--- config.mk ---
export PLATFORM = sky130hd
export DESIGN_NAME = stream_word_replace
export DESIGN_NICKNAME = d
export VERILOG_FILES = /design/src/hdl/swr_pkg.sv /design/src/hdl/swr_seq.sv /design/src/hdl/swr_dp.sv /design/src/hdl/stream_word_replace.sv
export VERILOG_INCLUDE_DIRS = /design/src /design/src/hdl
export SDC_FILE = /design/constraint.sdc
export NUM_CORES = 1
export LEC_CHECK = 0
export CAP_MARGIN = 10
export CORE_MARGIN = 8
export CORE_UTILIZATION = 45
export DETAILED_ROUTE_END_ITERATION = 7
export DONT_BUFFER_PORTS = 1
export HOLD_SLACK_MARGIN = 0.05
export MAX_ROUTING_LAYER = met4
export PLACE_DENSITY = 0.7
export SLEW_MARGIN = 20
export SYNTH_ARGS = -nofsm -noshare
export SYNTH_HDL_FRONTEND = slang
export SYNTH_SLANG_ARGS = --single-unit
--- constraint.sdc ---
create_clock -name aclk -period 5.9 [get_ports aclk]
set_input_delay 0.885 -clock aclk [delete_from_list [all_inputs] [get_ports aclk]]
set_output_delay 0.885 -clock aclk [all_outputs]
set_load 0.02 [all_outputs]
--- src/hdl/stream_word_replace_macros.svh ---
// Assertion macros shared by the word replacer RTL.
// Each macro checks one implication on the rising edge of aclk and is
// disabled while aresetn is low.
`ifndef STREAM_WORD_REPLACE_MACROS_SVH
`define STREAM_WORD_REPLACE_MACROS_SVH
`ifndef ASSERT_OFF
// Same-cycle implication.
`define SWR_ASSERT_IMP(lbl, ante, cons, msg) \
    lbl: assert property (@(posedge aclk) disable iff (!aresetn) (ante) |-> (cons)) \
        else $error(msg);
// Next-cycle implication.
`define SWR_ASSERT_NXT(lbl, ante, cons, msg) \
    lbl: assert property (@(posedge aclk) disable iff (!aresetn) (ante) |=> (cons)) \
        else $error(msg);
`else
`define SWR_ASSERT_IMP(lbl, ante, cons, msg)
`define SWR_ASSERT_NXT(lbl, ante, cons, msg)
`endif
`endif

--- src/hdl/swr_pkg.sv ---
`timescale 1ns / 1ps

package swr_pkg;

    // Fixed widths of the register fields and datapath counters.
    localparam int WORD_W     = 64;
    localparam int WORD_BYTES = 8;
    localparam int COUNT_W    = 4;
    localparam int IDX_W      = 3;
    localparam int CFG_IDX_W  = 2;
    localparam int STEP_W     = 4;

    // Configuration register indexes.
    localparam logic [CFG_IDX_W-1:0] REG_SEARCH_WORD    = 2'd0;
    localparam logic [CFG_IDX_W-1:0] REG_SEARCH_LENGTH  = 2'd1;
    localparam logic [CFG_IDX_W-1:0] REG_REPLACE_WORD   = 2'd2;
    localparam logic [CFG_IDX_W-1:0] REG_REPLACE_LENGTH = 2'd3;

    // Microprogram addresses.
    typedef logic [STEP_W-1:0] step_t;
    localparam step_t STEP_IN    = 4'd0;
    localparam step_t STEP_CHK   = 4'd1;
    localparam step_t STEP_FULL  = 4'd2;
    localparam step_t STEP_SHIFT = 4'd3;
    localparam step_t STEP_RZ    = 4'd4;
    localparam step_t STEP_REPL  = 4'd5;
    localparam step_t STEP_FLCHK = 4'd6;
    localparam step_t STEP_FLUSH = 4'd7;
    localparam step_t STEP_DONE  = 4'd8;

    // Source of an emitted byte.
    typedef enum logic {
        SRC_HOLD = 1'b0,
        SRC_REPL = 1'b1
    } src_t;

    // Branch conditions tested by the sequencer.
    typedef enum logic [2:0] {
        COND_ALWAYS    = 3'd0,
        COND_MISMATCH  = 3'd1,
        COND_FULL      = 3'd2,
        COND_REPL_ZERO = 3'd3,
        COND_REPL_LAST = 3'd4,
        COND_FLUSH     = 3'd5,
        COND_N_ONE     = 3'd6
    } cond_t;

    // One control word of the microprogram.
    typedef struct packed {
        logic  accept;
        logic  emit;
        src_t  src;
        logic  shift;
        logic  clr_n;
        logic  inc_i;
        logic  finish;
        cond_t cond;
        step_t tgt_true;
        step_t tgt_false;
    } ctrl_t;

    // Status flags returned by the datapath.
    typedef struct packed {
        logic stall;
        logic mismatch;
        logic full;
        logic repl_zero;
        logic repl_last;
        logic flush;
        logic n_one;
    } stat_t;

endpackage

--- src/hdl/swr_seq.sv ---
`timescale 1ns / 1ps

module swr_seq import swr_pkg::*; (
    input  logic  aclk,
    input  logic  aresetn,
    input  stat_t stat,
    output ctrl_t ctrl
);

    step_t step_reg;
    step_t step_next;
    logic  cond_true;

    // Microprogram store: one control word per step.
    function automatic ctrl_t prog_word(input step_t s);
        ctrl_t w;
        w           = '0;
        w.src       = SRC_HOLD;
        w.cond      = COND_ALWAYS;
        w.tgt_true  = STEP_IN;
        w.tgt_false = STEP_IN;
        case (s)
            STEP_IN: begin
                w.accept   = 1'b1;
                w.tgt_true = STEP_CHK;
            end
            STEP_CHK: begin
                w.cond      = COND_MISMATCH;
                w.tgt_true  = STEP_SHIFT;
                w.tgt_false = STEP_FULL;
            end
            STEP_FULL: begin
                w.cond      = COND_FULL;
                w.tgt_true  = STEP_RZ;
                w.tgt_false = STEP_FLCHK;
            end
            STEP_SHIFT: begin
                w.emit      = 1'b1;
                w.shift     = 1'b1;
                w.cond      = COND_N_ONE;
                w.tgt_true  = STEP_DONE;
                w.tgt_false = STEP_CHK;
            end
            STEP_RZ: begin
                w.clr_n     = 1'b1;
                w.cond      = COND_REPL_ZERO;
                w.tgt_true  = STEP_DONE;
                w.tgt_false = STEP_REPL;
            end
            STEP_REPL: begin
                w.emit      = 1'b1;
                w.src       = SRC_REPL;
                w.inc_i     = 1'b1;
                w.cond      = COND_REPL_LAST;
                w.tgt_true  = STEP_DONE;
                w.tgt_false = STEP_REPL;
            end
            STEP_FLCHK: begin
                w.cond      = COND_FLUSH;
                w.tgt_true  = STEP_FLUSH;
                w.tgt_false = STEP_DONE;
            end
            STEP_FLUSH: begin
                w.emit      = 1'b1;
                w.shift     = 1'b1;
                w.cond      = COND_N_ONE;
                w.tgt_true  = STEP_DONE;
                w.tgt_false = STEP_FLUSH;
            end
            STEP_DONE: begin
                w.finish   = 1'b1;
                w.tgt_true = STEP_IN;
            end
            default: begin
                w.tgt_true = STEP_IN;
            end
        endcase
        return w;
    endfunction

    assign ctrl = prog_word(step_reg);

    // Branch condition select.
    always_comb begin
        case (ctrl.cond)
            COND_ALWAYS:    cond_true = 1'b1;
            COND_MISMATCH:  cond_true = stat.mismatch;
            COND_FULL:      cond_true = stat.full;
            COND_REPL_ZERO: cond_true = stat.repl_zero;
            COND_REPL_LAST: cond_true = stat.repl_last;
            COND_FLUSH:     cond_true = stat.flush;
            COND_N_ONE:     cond_true = stat.n_one;
            default:        cond_true = 1'b1;
        endcase
    end

    // Step counter advances unless the datapath stalls.
    always_comb begin
        step_next = step_reg;
        if (!stat.stall) begin
            step_next = cond_true ? ctrl.tgt_true : ctrl.tgt_false;
        end
    end

    always_ff @(posedge aclk) begin
        if (!aresetn) begin
            step_reg <= STEP_IN;
        end else begin
            step_reg <= step_next;
        end
    end

endmodule

--- src/hdl/swr_dp.sv ---
`timescale 1ns / 1ps
`include "stream_word_replace_macros.svh"

module swr_dp import swr_pkg::*; #(
    parameter int MAX_WORD = 8
) (
    input  logic               aclk,
    input  logic               aresetn,
    input  ctrl_t              ctrl,
    output stat_t              stat,
    input  logic [WORD_W-1:0]  srch_word,
    input  logic [COUNT_W-1:0] srch_len,
    input  logic [WORD_W-1:0]  repl_word,
    input  logic [COUNT_W-1:0] repl_len,
    input  logic               held_clr,
    input  logic               s_valid,
    output logic               s_ready,
    input  logic [7:0]         s_in_char,
    input  logic               s_line_end,
    output logic               m_valid,
    input  logic               m_ready,
    output logic [7:0]         m_out_char,
    output logic               m_run_last
);

    logic [7:0]         hold_reg [MAX_WORD];
    logic [7:0]         srch_b [WORD_BYTES];
    logic [7:0]         repl_b [WORD_BYTES];
    logic [COUNT_W-1:0] n_reg, n_next;
    logic [IDX_W-1:0]   i_reg, i_next;
    logic               flush_reg;
    logic               pend_valid_reg, pend_valid_next;
    logic [7:0]         pend_char_reg, pend_char_next;
    logic               m_valid_reg, m_valid_next;
    logic [7:0]         m_char_reg, m_char_next;
    logic               m_last_reg, m_last_next;
    logic               prefix;
    logic               out_free;
    logic               push_need;
    logic               stall;
    logic               go;
    logic [7:0]         emit_byte;

    // Split the packed words into bytes.
    always_comb begin
        for (int j = 0; j < WORD_BYTES; j++) begin
            srch_b[j] = srch_word[j*8 +: 8];
            repl_b[j] = repl_word[j*8 +: 8];
        end
    end

    // Held bytes are a prefix of the search word when every valid entry matches.
    always_comb begin
        prefix = 1'b1;
        for (int j = 0; j < MAX_WORD; j++) begin
            if ((COUNT_W'(j) < n_reg) && (hold_reg[j] != srch_b[j])) begin
                prefix = 1'b0;
            end
        end
    end

    // Handshake and stall decisions for the current step.
    assign out_free  = !m_valid_reg || m_ready;
    assign push_need = (ctrl.emit || ctrl.finish) && pend_valid_reg;
    assign stall     = (ctrl.accept && !s_valid) || (push_need && !out_free);
    assign go        = !stall;
    assign emit_byte = (ctrl.src == SRC_REPL) ? repl_b[i_reg] : hold_reg[0];

    assign stat.stall     = stall;
    assign stat.mismatch  = !prefix;
    assign stat.full      = prefix && (n_reg == srch_len);
    assign stat.repl_zero = (repl_len == '0);
    assign stat.repl_last = ((COUNT_W'(i_reg) + COUNT_W'(1)) == repl_len);
    assign stat.flush     = flush_reg && (n_reg != '0);
    assign stat.n_one     = (n_reg == COUNT_W'(1));

    // Held byte count and replacement byte index.
    always_comb begin
        n_next = n_reg;
        i_next = i_reg;
        if (held_clr) begin
            n_next = '0;
        end else if (go) begin
            if (ctrl.accept) begin
                n_next = n_reg + COUNT_W'(1);
            end else if (ctrl.shift) begin
                n_next = n_reg - COUNT_W'(1);
            end else if (ctrl.clr_n) begin
                n_next = '0;
            end
        end
        if (go && ctrl.inc_i) begin
            i_next = i_reg + IDX_W'(1);
        end else if (go && ctrl.finish) begin
            i_next = '0;
        end
    end

    // One byte waits in the pending slot so the last one of a request can be marked.
    always_comb begin
        pend_valid_next = pend_valid_reg;
        pend_char_next  = pend_char_reg;
        m_valid_next    = m_valid_reg && !m_ready;
        m_char_next     = m_char_reg;
        m_last_next     = m_last_reg;
        if (go && push_need) begin
            m_valid_next = 1'b1;
            m_char_next  = pend_char_reg;
            m_last_next  = ctrl.finish;
        end
        if (go && ctrl.emit) begin
            pend_valid_next = 1'b1;
            pend_char_next  = emit_byte;
        end else if (go && ctrl.finish) begin
            pend_valid_next = 1'b0;
        end
    end

    // Control registers.
    always_ff @(posedge aclk) begin
        if (!aresetn) begin
            n_reg          <= '0;
            i_reg          <= '0;
            pend_valid_reg <= 1'b0;
            m_valid_reg    <= 1'b0;
        end else begin
            n_reg          <= n_next;
            i_reg          <= i_next;
            pend_valid_reg <= pend_valid_next;
            m_valid_reg    <= m_valid_next;
        end
    end

    // Payload registers and the held byte buffer.
    always_ff @(posedge aclk) begin
        pend_char_reg <= pend_char_next;
        m_char_reg    <= m_char_next;
        m_last_reg    <= m_last_next;
        if (go && ctrl.accept) begin
            flush_reg <= s_line_end;
            for (int j = 0; j < MAX_WORD; j++) begin
                if (COUNT_W'(j) == n_reg) begin
                    hold_reg[j] <= s_in_char;
                end
            end
        end else if (go && ctrl.shift) begin
            for (int j = 0; j < MAX_WORD - 1; j++) begin
                hold_reg[j] <= hold_reg[j+1];
            end
        end
    end

    assign s_ready    = ctrl.accept;
    assign m_valid    = m_valid_reg;
    assign m_out_char = m_char_reg;
    assign m_run_last = m_last_reg;

    `SWR_ASSERT_IMP(a_held_below_len, go && ctrl.accept, n_reg < srch_len, "held count not below search length")
    `SWR_ASSERT_IMP(a_no_pend_at_accept, ctrl.accept, !pend_valid_reg, "byte pending at new request")
    `SWR_ASSERT_IMP(a_repl_index, ctrl.emit && (ctrl.src == SRC_REPL), COUNT_W'(i_reg) < repl_len, "replacement index past length")
    `SWR_ASSERT_NXT(a_last_marked, go && ctrl.finish && pend_valid_reg, m_valid_reg && m_last_reg, "final byte not marked last")

endmodule

--- src/hdl/stream_word_replace.sv ---
`timescale 1ns / 1ps

// Streaming find-and-replace of one search word within text lines.
// Input channel (s_): one byte per request, s_line_end marks the last byte of
// a line. Output channel (m_): rewritten bytes; m_run_last marks the last byte
// caused by an input request. A request that only extends a partial match
// causes no output byte at all.
// Configuration: cfg_we writes cfg_data to register cfg_index.
// Write only while idle; a write to the search word or length drops held bytes.
// Timing: a microprogram sequencer steps through one request at a time. A
// request passes the accept and mismatch check steps. On a mismatch the shift
// step releases the oldest held byte and the check repeats; a release that
// empties the buffer skips the match and flush checks. A full match clears
// the held bytes and the replace step emits the replacement bytes; else the
// flush step releases held bytes at line end. Output bytes wait in the pending
// slot before the output register. A stall on m_ready holds the sequencer once
// the output register and the one-byte pending slot are both full.
// Reset: synchronous, active low; control and configuration registers return
// to their reset values and no bytes are held.
module stream_word_replace import swr_pkg::*; #(
    parameter int MAX_WORD = 8
) (
    input  logic                 aclk,
    input  logic                 aresetn,
    input  logic                 s_valid,
    output logic                 s_ready,
    input  logic [7:0]           s_in_char,
    input  logic                 s_line_end,
    output logic                 m_valid,
    input  logic                 m_ready,
    output logic [7:0]           m_out_char,
    output logic                 m_run_last,
    input  logic                 cfg_we,
    input  logic [CFG_IDX_W-1:0] cfg_index,
    input  logic [WORD_W-1:0]    cfg_data
);

    logic [WORD_W-1:0]  search_word_reg;
    logic [COUNT_W-1:0] search_len_reg;
    logic [WORD_W-1:0]  replace_word_reg;
    logic [COUNT_W-1:0] replace_len_reg;
    logic [COUNT_W-1:0] srch_len_eff;
    logic [COUNT_W-1:0] repl_len_eff;
    logic               held_clr;
    ctrl_t              ctrl;
    stat_t              stat;

    // Configuration register writes.
    always_ff @(posedge aclk) begin
        if (!aresetn) begin
            search_word_reg  <= '0;
            search_len_reg   <= COUNT_W'(1);
            replace_word_reg <= '0;
            replace_len_reg  <= '0;
        end else if (cfg_we) begin
            case (cfg_index)
                REG_SEARCH_WORD:    search_word_reg  <= cfg_data;
                REG_SEARCH_LENGTH:  search_len_reg   <= cfg_data[COUNT_W-1:0];
                REG_REPLACE_WORD:   replace_word_reg <= cfg_data;
                REG_REPLACE_LENGTH: replace_len_reg  <= cfg_data[COUNT_W-1:0];
                default: begin
                end
            endcase
        end
    end

    // A new search word invalidates any partial match.
    assign held_clr = cfg_we &&
                      ((cfg_index == REG_SEARCH_WORD) || (cfg_index == REG_SEARCH_LENGTH));

    // Clamp the lengths: search length at least one, both at most MAX_WORD.
    always_comb begin
        if (search_len_reg == '0) begin
            srch_len_eff = COUNT_W'(1);
        end else if (search_len_reg > COUNT_W'(MAX_WORD)) begin
            srch_len_eff = COUNT_W'(MAX_WORD);
        end else begin
            srch_len_eff = search_len_reg;
        end
        if (replace_len_reg > COUNT_W'(MAX_WORD)) begin
            repl_len_eff = COUNT_W'(MAX_WORD);
        end else begin
            repl_len_eff = replace_len_reg;
        end
    end

    swr_seq u_seq (
        .aclk    (aclk),
        .aresetn (aresetn),
        .stat    (stat),
        .ctrl    (ctrl)
    );

    swr_dp #(
        .MAX_WORD (MAX_WORD)
    ) u_dp (
        .aclk       (aclk),
        .aresetn    (aresetn),
        .ctrl       (ctrl),
        .stat       (stat),
        .srch_word  (search_word_reg),
        .srch_len   (srch_len_eff),
        .repl_word  (replace_word_reg),
        .repl_len   (repl_len_eff),
        .held_clr   (held_clr),
        .s_valid    (s_valid),
        .s_ready    (s_ready),
        .s_in_char  (s_in_char),
        .s_line_end (s_line_end),
        .m_valid    (m_valid),
        .m_ready    (m_ready),
        .m_out_char (m_out_char),
        .m_run_last (m_run_last)
    );

endmodule

==> results of run 1 <==
==> worst paths after layout <==
path,start,slack [ps],to
setup / recovery,u_seq.step_reg[1],2290,u_dp.hold_reg[0][9]
hold / removal,u_dp.pend_char_reg[3],420,u_dp.m_out_char[3]
setup reg to reg,u_seq.step_reg[1],2290,u_dp.hold_reg[0][9]
hold reg to reg,u_dp.pend_char_reg[3],420,u_dp.m_out_char[3]
==> cell families after synthesis <==
kind of cell / share of synthesized area, %
simple gates: 20.0
flops: 51.1
compound gates: 14.6
buf+inv: 2.76
xor+xnor: 5.68
mux: 5.12
fa+ha+maj: 0.705
==> placed cells by master, fill, tap and decap left out, types with 17 or more instances in the layout <==
master	instances
a21boi_0	130
a21oi_1	31
clkbuf_16	26
dfxtp_1	149
edfxtp_1	82
mux2i_1	17
nand2_1	371
nand3_1	21
nor2_1	20
xnor2_1	52
xor2_1	17
==> power groups by stage <==
stage | Combinational [W] | Clock [W] | Sequential, W
final | 0.000699 | 0.00159 | 0.00197
after global routing | 0.000777 | 0.00168 | 0.00198
after CTS | 0.000697 | 0.00162 | 0.00197
after detailed placement | 0.000692 | 0 | 0.00200
after global placement | 0.000676 | 0 | 0.00200
after floorplan | 0.000597 | 0 | 0.00192
==> layout make-up <==
type                    count  share of cell area [%]
inverters                   4                   0.129
flip-flops and latches    231                    46.7
clock buffers              34                    6.27
repair buffers              5                   0.322
multi-input cells         816                    42.2
well taps                 319                    3.42
clock inverters            12                   0.997
==> per-stage QoR <==
stage                     util (%)  cells
after detailed placement      46.4   1375
after CTS                     50.0   1421
final                         50.0   1421
after global placement        46.4   1375
after floorplan                  -   1121
after global routing          50.0   1421
==> layer usage <==
layer	routed length (um)	vias to the layer above	part of all wire (%)	global-route usage [%]
li1	-	3749	-	-
met1	11500	3711	42	24.1
met2	13000	245	47	30.9
met3	2420	46	8.8	5.24
met4	720	0	2.6	6.08
met5	0	-	0	-
==> worst register-to-register path: stages (launching register included) <==
cell	delay, ps
dfxtp_1	470
nor4_4	820
and2_1	290
and3b_1	440
o21a_1	400
or2_2	750
nand2_1	200
nand2_1	110
==> impl_metrics.tcl, run 1 <==
set metrics [dict create \
    fin_worst_skew_ps 18.2 \
    grt_pass1_vias 7565 \
    hp-class "reg -> reg" \
    cts_tree "done" \
    worst-path-stages 7 \
    numCtsBuffers 25 \
    startpoint_type "flip-flop" \
    maxSlewViolCount 0 \
    wire_per_inst_um 19.4 \
    path_class "reg -> reg" \
    ir_worst_vdd_v 0.000211 \
    p_int_w 0.00306 \
    fill_cells 2132 \
    finalSetupTns_ps 0 \
    yosysSeqAreaShare_pct 51.1 \
    finalHoldViolations 0 \
    multiInputGateArea_sq_mm 0.00492 \
    crit_buf_inv 0 \
    postCtsSetupRepairBufs 0 \
    final.min_clock_period_ps 3610 \
    post-route-period-util_pct 61.2 \
    cp_cell_sequence "nor4_4, and2_1, and3b_1, o21a_1, or2_2, nand2_1, nand2_1" \
    p_seq_share_pct 46.2 \
    cp_slowest_cell "nor4_4" \
    drive_gt1_share_pct 7.35 \
    relSlewSlack_pct 23.7 \
    clkTransAtPathRegs_ps 60 \
    syn_inst 1121 \
    reg2reg_depth 7 \
    hold_ws_ps 422 \
    netlist_top_cells_count "371 x nand2_1, 149 x dfxtp_1, 130 x a21boi_0, 82 x edfxtp_1, 55 x clkbuf_1" \
    setup_slack_ps 2290 \
    dp_hpwl_mm 19.8 \
    power.share.clock_pct 37.4 \
    final_area_sq_mm 0.0117 \
    hold_buffers 0 \
    nets 1169 \
    cts.sinks 231 \
    die_area_sq_mm 0.0288 \
    start_util_pct 45.6 \
    placed_area_sq_mm 0.0108 \
    drt_pre_antenna_iters 5 \
    diodes 0 \
    power_frac_comb_pct 16.4 \
    routed_via_density 5.45 \
    root_buffer "clkbuf_16" \
    hold_depth 0 \
    portBuffers 0 \
    netlist_area_sq_mm 0.0106 \
    place.gp.congestion 0.869 \
    clk_latency_ps 530 \
    synthTopCellsByArea "dfxtp_1 28%, edfxtp_1 23%, nand2_1 13%" \
    synth_seq_cells 231 \
    yosysMostFrequentCell "nand2_1" \
    path_common_cell "nand2_1" \
    worstPathRequired_ps 6290 \
    die_w_um 170 \
    p_leak_nw 3.94 \
    grt_max_degree 148 \
    grt_pass1_wl_mm 43.0 \
    pin_count 91 \
    drt.antenna.violating_nets 0 \
    drtIter0Drc 651 \
    outcome "finished, final reports clean" \
    final-setup-viol-count 0 \
    synth_cell_types 64 \
    async_flop_share_pct 0 \
    cp.arrival_ps 4000 \
    synth_edf_count 82 \
    end_kind "flip-flop" \
    clk_path_buf_depth 3 \
    critPathTopFamily "simple AND/OR/NAND/NOR gates" \
    vias 7751 \
    cp_slowest_stage_delay_ps 820 \
    powerDensity_mw_per_mm2 365 \
    drcViolationCount 0 \
    dp_slack_ps 2340 \
    antenna_found_initial 0 \
    grt_usage_pct 19.5 \
    fmax_ghz 0.277 \
    fp-row-count 56 \
    p_sw_w 0.00120 \
    overflow 0 \
    synth_nets 1207 \
    synthFlopType "dfxtp_1" \
    tightest_slew_ps 1140 \
    yosysTopAreaCellShare_pct 28.0 \
    cap_viol_max_count 0 \
    total_power_w 0.00426 \
    rsz0062_at_grt "false" \
    fp.coreArea_sq_mm 0.0233 \
    syn_avg_cell_area_sq_um 9.50 \
    p_sw_share_pct 28.3 \
    drt_wl_total_mm 27.6 \
    cts_max_level 1 \
    yosys_warnings 0 \
    yosysTopAreaCell "dfxtp_1" \
    critPathMaxFanout 48 \
    area_delta_synth_final_pct 9.59 \
    cts_resized 0 \
    final-seq-area_sq_mm 0.00545 \
    die_h_um 170 \
]
No activity file was read; power rests on OpenSTA's default activity.
==> inputs of run 2 (changes only) <==
--- a/config.mk
+++ b/config.mk
@@ -13,7 +13,7 @@
 export DONT_BUFFER_PORTS = 1
 export HOLD_SLACK_MARGIN = 0.05
 export MAX_ROUTING_LAYER = met4
-export PLACE_DENSITY = 0.7
+export PLACE_DENSITY = 0.72
 export SLEW_MARGIN = 20
 export SYNTH_ARGS = -nofsm -noshare
 export SYNTH_HDL_FRONTEND = slang
==> constraint.sdc (replaced) <==
create_clock -name aclk -period 3.3 [get_ports aclk]
set_input_delay 0.495 -clock aclk [delete_from_list [all_inputs] [get_ports aclk]]
set_output_delay 0.495 -clock aclk [all_outputs]
set_load 0.02 [all_outputs]
==> impl_metrics.tcl, run 2 (synthesis gave the netlist of run 1 again) <==
set metrics [dict create \
    drt.antenna.violating_nets 0 \
    postCtsSetupRepairBufs 0 \
    fp-row-count 56 \
    die_h_um 170 \
    antenna_found_initial 0 \
    die_w_um 170 \
    drt_pre_antenna_iters 5 \
    finalHoldViolations 0 \
    routed_via_density 5.46 \
    power_frac_comb_pct 17.7 \
    outcome "finished, final reports clean" \
    start_util_pct 45.6 \
    finalSetupTns_ps 0 \
    cts_resized 0 \
    fmax_ghz 0.343 \
    wire_per_inst_um 19.0 \
    grt_pass1_wl_mm 42.9 \
    hold_buffers 0 \
    post-route-period-util_pct 88.3 \
    portBuffers 0 \
    placed_area_sq_mm 0.0110 \
    cap_viol_max_count 0 \
    final_area_sq_mm 0.0118 \
    drcViolationCount 0 \
    place.gp.congestion 0.842 \
    critPathMaxFanout 6 \
    vias 7837 \
    fin_worst_skew_ps 15.4 \
    cp.arrival_ps 3320 \
    die_area_sq_mm 0.0288 \
    mostFrequentLayoutCells "371 x nand2_1, 149 x dfxtp_1, 130 x a21boi_0" \
    grt_pass1_vias 7619 \
    cts_max_level 1 \
    nets 1184 \
    root_buffer "clkbuf_16" \
    drtIter0Drc 666 \
    clk_path_buf_depth 3 \
    pin_count 91 \
    p_int_w 0.00541 \
    drive_gt1_share_pct 8.42 \
    p_sw_w 0.00214 \
    worstPathRequired_ps 3710 \
    power.share.clock_pct 35.9 \
    reg2reg_from "u_dp.hold_reg[1][9]" \
    total_power_w 0.00755 \
    fp.coreArea_sq_mm 0.0233 \
    dp_hpwl_mm 19.8 \
    overflow 0 \
    numCtsBuffers 24 \
    diodes 0 \
    final.min_clock_period_ps 2910 \
    min-delay-start "s_line_end" \
    layout_commonest_cell "nand2_1" \
    drt_wl_total_mm 27.3 \
    maxSlewViolCount 0 \
    clk_latency_ps 510 \
    rsz0062_at_grt "false" \
    p_seq_share_pct 46.4 \
    hold_ws_ps 79.4 \
    hp-class "in -> reg" \
    grt_max_degree 148 \
    clkTransAtPathRegs_ps 60 \
    fill_cells 2142 \
    powerDensity_mw_per_mm2 642 \
    grt_usage_pct 19.4 \
    relSlewSlack_pct 36.0 \
    ir_worst_vdd_v 0.000455 \
    end_kind "flip-flop" \
    cts_tree "done" \
    fin_util_pct 50.4 \
    startpoint_type "flip-flop" \
    p_sw_share_pct 28.3 \
    p_leak_nw 4.01 \
    crit_start "u_dp.hold_reg[1][9]" \
    cts.sinks 231 \
    area_delta_synth_final_pct 10.5 \
    tightest_slew_ps 958 \
    path_class "reg -> reg" \
    final-setup-viol-count 0 \
]
## run 2: routing by layer
metal	track usage (%)	wire [um]
met4	5.46	700
met5	-	0
met2	30.7	12700
met3	5.84	2430
met1	23.7	11500
## run 2: metrics by stage
step / setup slack (ps) / std cells
6_report: 387 / 1435
5_1_grt: 230 / 1435
3_3_place_gp: 464 / 1391
3_5_place_dp: 451 / 1391
2_1_floorplan: 663 / 1121
4_1_cts: 440 / 1435
## run 2: layout make-up
cell class	instances	area (sq um)	area share [%]
clock buffer	34	758	6.45
clock inverter	10	52.6	0.447
inverter	4	15.0	0.128
multi-input combinational	816	4920	41.9
sequential	231	5450	46.3
tap	319	399	3.39
timing repair buffer	21	170	1.45
## run 2: worst paths after layout
| kind | cells past startpoint | to | slack, ps |
|---|---|---|---|
| max reg2reg | 8 | u_seq.step_reg[3] | 390 |
| min reg2reg | 0 | u_dp.m_out_char[2] | 420 |
| max | 8 | u_seq.step_reg[3] | 390 |
| min | 0 | u_dp.flush_reg | 80 |
## run 2: power by group through the flow
stage / Sequential, W / Clock, W / Combinational [W]
CTS: 0.00350 / 0.00276 / 0.00133
detailed placement: 0.00356 / 0 / 0.00133
floorplan: 0.00344 / 0 / 0.00107
global placement: 0.00355 / 0 / 0.00131
finish: 0.00350 / 0.00271 / 0.00134
global route: 0.00353 / 0.00287 / 0.00147
## run 2: critical path, cell delays in order (launching register included)
cell,delay (ps)
edfxtp_1,440
xor2_1,170
nor4_1,520
nand2_1,130
o41ai_2,300
o211ai_1,210
a311oi_4,490
mux2_4,330
a31o_1,210
